**src/hw/rtl/cfr_pkg.sv**
```systemverilog
// cfr_pkg: types and constants shared by the command frame receiver.
// No dependencies; compiled before the interface and all modules.
package cfr_pkg;

  localparam int REG_IDX_W = 3;

  // Configuration register indexes
  localparam logic [REG_IDX_W-1:0] REG_FULL_CODE   = 3'd0;
  localparam logic [REG_IDX_W-1:0] REG_BEACON_CODE = 3'd1;
  localparam logic [REG_IDX_W-1:0] REG_READ_CODE   = 3'd2;
  localparam logic [REG_IDX_W-1:0] REG_WRITE_CODE  = 3'd3;
  localparam logic [REG_IDX_W-1:0] REG_FULL_LEN    = 3'd4;
  localparam logic [REG_IDX_W-1:0] REG_BEACON_LEN  = 3'd5;
  localparam logic [REG_IDX_W-1:0] REG_READ_LEN    = 3'd6;

  // Operation codes
  localparam logic OP_RECEIVE = 1'b0;
  localparam logic OP_READ    = 1'b1;

  // Write-parameter frame: size byte is the third byte, frame is size plus 4
  localparam logic [8:0] SIZE_BYTE_COUNT = 9'd3;
  localparam logic [8:0] WRITE_OVERHEAD  = 9'd4;

  typedef struct packed {
    logic       operation;
    logic [7:0] rx_byte;
    logic [7:0] read_position;
  } cfr_in_t;

  typedef struct packed {
    logic       frame_done;
    logic       frame_dropped;
    logic [7:0] frame_length;
    logic [7:0] command;
    logic [7:0] write_payload_size;
    logic [7:0] read_data;
  } cfr_out_t;

endpackage

```
**src/hw/rtl/cfr_stream_if.sv**
```systemverilog
// cfr_stream_if: valid/ready channel carrying one payload per transaction.
// Payload type is set per instance; uses no package items directly.
interface cfr_stream_if #(
  parameter type payload_t = logic
);
  logic     valid;
  logic     ready;
  payload_t payload;

  modport source (output valid, output payload, input ready);
  modport sink   (input valid, input payload, output ready);
endinterface

```
**src/hw/rtl/cfr_ram.sv**
```systemverilog
// cfr_ram: generic single-clock RAM, one write and one read port,
// registered read data held while no read is issued. No dependencies.
module cfr_ram #(
  parameter int WIDTH = 8,
  parameter int DEPTH = 128
) (
  input  logic                     clk,
  input  logic                     we,
  input  logic [$clog2(DEPTH)-1:0] waddr,
  input  logic [WIDTH-1:0]         wdata,
  input  logic                     re,
  input  logic [$clog2(DEPTH)-1:0] raddr,
  output logic [WIDTH-1:0]         rdata
);
  logic [WIDTH-1:0] mem [DEPTH];

  always_ff @(posedge clk) begin
    if (we) begin
      mem[waddr] <= wdata;
    end
    if (re) begin
      rdata <= mem[raddr];
    end
  end
endmodule

```
**src/hw/rtl/command_frame_receiver.sv**
```systemverilog
// Command frame receiver with configurable command codes and frame lengths. Every
// transaction on req is one receive or read, and each gives one result transaction on rsp.
// Results pass the registered read of the frame store RAM and then the output
// register. One transaction per cycle is sustained while rsp is ready. Received bytes
// go into the store at the current position. A frame completes when its command's length is
// reached; write-parameter frames complete at payload size plus 4. Reaching the store depth
// without completion drops the frame (frame_dropped). Entries never written since reset read
// as zero. One valid flag per entry tracks this, so no clearing pass is needed.
// Uses cfr_pkg, cfr_stream_if and cfr_ram.
module command_frame_receiver #(
  parameter int BUFFER_DEPTH = 128
) (
  input  logic                            clk,
  input  logic                            rst,
  input  logic                            wr_en,
  input  logic [cfr_pkg::REG_IDX_W-1:0]   wr_index,
  input  logic [7:0]                      wr_data,
  cfr_stream_if.sink                      req,
  cfr_stream_if.source                    rsp
);
  import cfr_pkg::*;

  localparam int ADDR_W = $clog2(BUFFER_DEPTH);
  localparam logic [8:0] DEPTH9 = 9'(BUFFER_DEPTH);

  // configuration
  logic [7:0] full_code, beacon_code, read_code, write_code;
  logic [7:0] full_len, beacon_len, read_len;

  always_ff @(posedge clk) begin
    if (rst) begin
      full_code   <= 8'd0;
      beacon_code <= 8'd1;
      read_code   <= 8'd2;
      write_code  <= 8'd3;
      full_len    <= 8'd2;
      beacon_len  <= 8'd2;
      read_len    <= 8'd3;
    end else if (wr_en) begin
      unique case (wr_index)
        REG_FULL_CODE:   full_code   <= wr_data;
        REG_BEACON_CODE: beacon_code <= wr_data;
        REG_READ_CODE:   read_code   <= wr_data;
        REG_WRITE_CODE:  write_code  <= wr_data;
        REG_FULL_LEN:    full_len    <= wr_data;
        REG_BEACON_LEN:  beacon_len  <= wr_data;
        REG_READ_LEN:    read_len    <= wr_data;
        default: ;
      endcase
    end
  end

  // pipeline control
  logic s1_valid, out_valid, s1_adv, accept;
  cfr_in_t  in_item;
  cfr_out_t out_item;

  assign in_item    = req.payload;
  assign s1_adv     = s1_valid && (!out_valid || rsp.ready);
  assign req.ready  = !s1_valid || s1_adv;
  assign accept     = req.valid && req.ready;
  assign rsp.valid  = out_valid;
  assign rsp.payload = out_item;

  // frame state
  logic [7:0] write_position, write_position_next;
  logic [7:0] current_command, current_command_next;
  logic [7:0] payload_size, payload_size_next;
  logic [7:0] last_length, last_length_next;
  logic [BUFFER_DEPTH-1:0] written;

  logic [7:0] pos;
  logic [8:0] count;
  logic       complete, dropped, rx;

  assign rx    = accept && (in_item.operation == OP_RECEIVE);
  assign pos   = (write_position >= 8'(BUFFER_DEPTH)) ? 8'd0 : write_position;
  assign count = {1'b0, pos} + 9'd1;

  always_comb begin
    current_command_next = current_command;
    payload_size_next    = payload_size;
    last_length_next     = last_length;
    write_position_next  = count[7:0];
    complete             = 1'b0;
    dropped              = 1'b0;
    if (pos == 8'd0) begin
      current_command_next = in_item.rx_byte;
    end else begin
      if (current_command == full_code) begin
        complete = count >= {1'b0, full_len};
      end else if (current_command == beacon_code) begin
        complete = count >= {1'b0, beacon_len};
      end else if (current_command == read_code) begin
        complete = count >= {1'b0, read_len};
      end else if (current_command == write_code) begin
        if (count == SIZE_BYTE_COUNT) begin
          payload_size_next = in_item.rx_byte;
        end else if (count == {1'b0, payload_size} + WRITE_OVERHEAD) begin
          complete = 1'b1;
        end
      end
      if (complete) begin
        last_length_next    = count[7:0];
        write_position_next = 8'd0;
      end else if (count >= DEPTH9) begin
        write_position_next = 8'd0;
        dropped             = 1'b1;
      end
    end
  end

  always_ff @(posedge clk) begin
    if (rst) begin
      write_position  <= 8'd0;
      current_command <= 8'd0;
      payload_size    <= 8'd0;
      last_length     <= 8'd0;
      written         <= '0;
    end else if (rx) begin
      write_position  <= write_position_next;
      current_command <= current_command_next;
      payload_size    <= payload_size_next;
      last_length     <= last_length_next;
      written[pos[ADDR_W-1:0]] <= 1'b1;
    end
  end

  // frame store; read and write never issue in the same cycle, one transaction per cycle while rsp is ready
  logic             rd_issue, rd_in_range;
  logic [7:0]       ram_q;

  assign rd_issue    = accept && (in_item.operation == OP_READ);
  assign rd_in_range = in_item.read_position < 8'(BUFFER_DEPTH);

  cfr_ram #(
    .WIDTH (8),
    .DEPTH (BUFFER_DEPTH)
  ) u_store (
    .clk   (clk),
    .we    (rx),
    .waddr (pos[ADDR_W-1:0]),
    .wdata (in_item.rx_byte),
    .re    (rd_issue),
    .raddr (in_item.read_position[ADDR_W-1:0]),
    .rdata (ram_q)
  );

  // stage 1: result fields wait for the RAM read
  cfr_out_t s1_item;
  cfr_out_t s1_result;
  logic     s1_use_ram;

  always_ff @(posedge clk) begin
    if (rst) begin
      s1_valid <= 1'b0;
    end else if (accept) begin
      s1_valid <= 1'b1;
    end else if (s1_adv) begin
      s1_valid <= 1'b0;
    end
  end

  always_ff @(posedge clk) begin
    if (accept) begin
      s1_use_ram <= rd_issue && rd_in_range &&
                    written[in_item.read_position[ADDR_W-1:0]];
      s1_item.frame_done         <= rx && complete && (pos != 8'd0);
      s1_item.frame_dropped      <= rx && dropped;
      s1_item.frame_length       <= rx ? last_length_next : last_length;
      s1_item.command            <= rx ? current_command_next : current_command;
      s1_item.write_payload_size <= rx ? payload_size_next : payload_size;
      s1_item.read_data          <= 8'd0;
    end
  end

  always_comb begin
    s1_result           = s1_item;
    s1_result.read_data = s1_use_ram ? ram_q : 8'd0;
  end

  // output register
  always_ff @(posedge clk) begin
    if (rst) begin
      out_valid <= 1'b0;
    end else if (s1_adv) begin
      out_valid <= 1'b1;
    end else if (rsp.ready) begin
      out_valid <= 1'b0;
    end
  end

  always_ff @(posedge clk) begin
    if (s1_adv) begin
      out_item <= s1_result;
    end
  end

endmodule

```
**src/flat_wrapper.sv**
```systemverilog
// flat-port wrapper written by rule: the top's interface ports become plain ports
module command_frame_receiver_flat import cfr_pkg::*;
#(
  parameter int BUFFER_DEPTH = 128
)
  (clk, rst, wr_en, wr_index, wr_data, req_valid, req_payload, req_ready, rsp_valid, rsp_payload, rsp_ready);
  cfr_stream_if #(.payload_t(cfr_in_t)) req_i ();
  cfr_stream_if #(.payload_t(cfr_out_t)) rsp_i ();
  input  logic clk;
  input  logic rst;
  input  logic wr_en;
  input  logic [cfr_pkg::REG_IDX_W-1:0] wr_index;
  input  logic [7:0] wr_data;
  input wire logic [$bits(req_i.valid)-1:0] req_valid;
  input wire logic [$bits(req_i.payload)-1:0] req_payload;
  output wire logic [$bits(req_i.ready)-1:0] req_ready;
  output wire logic [$bits(rsp_i.valid)-1:0] rsp_valid;
  output wire logic [$bits(rsp_i.payload)-1:0] rsp_payload;
  input wire logic [$bits(rsp_i.ready)-1:0] rsp_ready;
  assign req_i.valid = req_valid;
  assign req_i.payload = req_payload;
  assign req_ready = req_i.ready;
  assign rsp_valid = rsp_i.valid;
  assign rsp_payload = rsp_i.payload;
  assign rsp_i.ready = rsp_ready;
  command_frame_receiver #(.BUFFER_DEPTH(BUFFER_DEPTH)) u_core (.clk(clk), .rst(rst), .wr_en(wr_en), .wr_index(wr_index), .wr_data(wr_data), .req(req_i), .rsp(rsp_i));
endmodule
```
**config.mk**
```make
export PLATFORM = sky130hd
export DESIGN_NAME = command_frame_receiver_flat
export DESIGN_NICKNAME = d
export VERILOG_FILES = /design/src/hw/rtl/cfr_pkg.sv /design/src/hw/rtl/cfr_stream_if.sv /design/src/hw/rtl/cfr_ram.sv /design/src/hw/rtl/command_frame_receiver.sv /design/src/flat_wrapper.sv
export SDC_FILE = /design/constraint.sdc
export NUM_CORES = 1
export LEC_CHECK = 0
export ABC_AREA = 1
export BUFFER_PORTS_ARGS = -buffer_cell sky130_fd_sc_hd__buf_4
export CORE_MARGIN = 1.5
export CORE_UTILIZATION = 50
export CTS_CLUSTER_SIZE = 25
export DETAILED_ROUTE_END_ITERATION = 8
export PLACE_DENSITY = 0.65
export SYNTH_ARGS = -nofsm -noshare
export SYNTH_HDL_FRONTEND = slang
export SYNTH_SLANG_ARGS = --single-unit
```
**constraint.sdc**
```tcl
create_clock -name clk -period 3.8 [get_ports clk]
set_clock_uncertainty 0.2 [all_clocks]
set_input_delay 1.14 -clock clk [delete_from_list [all_inputs] [get_ports clk]]
set_output_delay 1.14 -clock clk [all_outputs]
set_load 0.03 [all_outputs]
```
==> results.tsv <==
metric	value	unit
areaGrowthSynthToFinish	16.3	%
holdPathEnd	u_core.rsp.payload[19]	
grt_pass1_wl	217	mm
htreeDepth	4	
layout-drive-gt1-share	12.8	%
drv_cap	0	
synth_area_leaders	edfxtp_1 62%, nor2_1 8.7%, dfxtp_1 8.3%, o21ai_0 7.2%, o22ai_1 3.7%	
r2r_end	u_core.s1_item[24]	
finalMaxSlewViolations	0	
regArea	0.0372	sq mm
crit_type	flop to flop	
dieArea	0.107	sq mm
detail_route.wl_per_cell	22.9	microns
cp.arrival	3.79	ns
ys_seq_area_share	70.8	%
firstDrtPassIters	7	
r2r_slack	0.32	ns
drc	0	
async_flop_share	0	%
r2r_start	u_core.write_position[1]	
setup_viol	0	
slew_headroom	34.4	%
multi_input_comb_area	0.0136	sq mm
tightest_slew	0.984	ns
min_path_cells	0	
wirelength	146	mm
clock_latency	0.77	ns
grt_overflow	0	
fp.dieH	327	microns
diodes	0	
cts_sinks	1311	
period_needed	3.48	ns
drtAntennaViolNets	0	
fill_cells	8341	
grt_usage	26.9	%
power-per-cell-area	506	mW/mm^2
reg2regPathDepth	20	
clock_path_buffers	3	
min_from	u_core.s1_item[19]	
synth_area_leader_cell	edfxtp_1	
synth_top_area_share	62.5	%
grt_pass1_vias	34469	
worstSetupEndpointType	flop	
total_power	30.9	mW
fin_nets	4929	
die_x	327	microns
root_buffer	clkbuf_16	
vdd_drop_max	0.000358	V
synth_fp_nets	4692	
synth_edf_count	1093	
place_congestion	0.877	
min_period_over_period	91.6	%
ys_ff_latch	1311	
yosys_most_used_dff	edfxtp_1	
synthCells	4631	
rsz0062_at_grt	false	
ys_types	39	
cp_max_fo	5	
row_count	118	
stdcell_count	6362	
fin_tns_setup	0	ns
p_leak	21.6	nW
required	4.11	ns
hp-class	flop to flop	
critPathLaunchType	flop	
syn_area	0.0525	sq mm
grt_start_max_net_pins	86	
antenna_found_initial	4	
yosysMostFrequentCell	nor2_1	
clk_pin_slew	0.06	ns
hold_viol_final	0	
dr_total_vias	37039	
cts_tree	done	
yosysWarnings	0	
core_area	0.104	sq mm
start_util	50.6	%
hpwl	89.3	mm
cts_made_buffers	136	
status	completed	
via_per_inst	5.82	
fmax	287	MHz
syn_avg_cell_area	11.3	sq um
hold-worst-slack	0.220	ns
place_inst	6106	
drt_iter0_drc	4549	
io_buffers	68	
synth_commonest_cells	1,221 x nor2_1, 1,093 x edfxtp_1, 753 x o21ai_0	
ioPinCount	69	
-- layout by cell type (no fill, tap or decap), drive strengths merged, types with 24 or more instances in the layout --
cell type,Yosys,final
inv,160,168
clkbuf,230,189
nor2,1224,1224
a21oi,44,44
nand2,254,254
o211ai,47,47
dfxtp,218,218
ha,28,28
o22ai,308,308
buf,64,390
clkinv,8,47
xor2,24,24
nand3,78,80
o21ai,769,769
edfxtp,1093,1093
-- final cells by class --
class	count	area share (%)
Timing Repair Buffer	391	5.74
Tap cell	1380	2.83
Multi-Input combinational cell	2860	22.2
Sequential cell	1311	60.9
Clock buffer	188	6.17
Clock inverter	64	1.10
Inverter	168	1.06
-- report_power, final --
group	total [mW]	switching, mW	internal, mW
Combinational	2.07	1.47	0.603
Clock	13.2	5.59	7.56
Sequential	15.7	0.0452	15.6
-- worst max-delay path, stage by stage, from the launching register on --
cell      delay [ns]
dfxtp_2         0.36
inv_1           0.06
nor2_2          0.14
ha_1            0.22
nand3_2         0.13
nor2_1          0.14
nand3_1         0.13
nand2_2         0.13
inv_1           0.12
ha_1            0.33
nand2_1         0.06
nor2_1          0.13
nand3b_1        0.10
nand3_1         0.09
nor2_1          0.04
nand3_1         0.06
nand2_1         0.09
a21oi_4         0.32
nand3_4         0.17
o21ai_2         0.16
inv_1           0.05
-- stage by stage --
step,worst slack [ns],util (%),area (sq um)
5_1_grt,0.0156,58.9,61100
3_5_place_dp,0.0685,54.5,56600
4_1_cts,0.0676,58.8,61000
3_3_place_gp,0.0560,54.5,56600
6_report,0.318,58.9,61100
2_1_floorplan,0.271,-,52500
-- worst max-delay path by stage --
| stage | start | end | slack (ns) |
|---|---|---|---|
| 2_1_floorplan | u_core.write_position[7] | u_core.s1_item[24] | 0.27 |
| 3_3_place_gp | req_payload[0] | u_core.s1_use_ram | 0.06 |
| 3_5_place_dp | req_payload[0] | u_core.s1_use_ram | 0.07 |
| 4_1_cts | u_core.write_position[1] | u_core.s1_item[31] | 0.07 |
| 5_1_grt | u_core.write_position[7] | u_core.s1_item[24] | 0.02 |
| 6_report | u_core.write_position[1] | u_core.s1_item[24] | 0.32 |
-- registers in the layout, indices dropped and copies added, names as in the netlist, 26 cells and up --
signal / count
u_core.rsp.payload: 34
u_core.s1_item: 26
u_core.u_store.mem: 1024
u_core.written: 128
-- what timing repair did --
action / CTS / global route
endpoints found under the setup margin: 0 / 23
hold buffers: 0 / 0
endpoints found under the hold margin: 0 / 0
gates resized for setup: 0 / 8
buffers inserted: 0 / 2
-- metal layers --
metal  vias up  GRT usage [%]  routed length, microns
met5         -              0                      35
met2      1688           41.5                   66800
li1      16978              -                       -
met4         6           10.1                    5130
met3       262           4.59                   12600
met1     18105           38.5                   61400
-- cell families (layout without fill, tap and decap cells) --
family                     Yosys count  in the layout  share of synthesized area [%]
buffers and inverters              462            811                           3.48
and+or+nand+nor                   1597           1599                           11.8
adders and majority gates           28             28                          0.667
AOI/OAI and AO/OA                 1203           1203                           12.7
xor gates and xnor gates            30             30                          0.500
DFF                               1311           1311                           70.8
No activity file was read; power rests on OpenSTA's default activity.
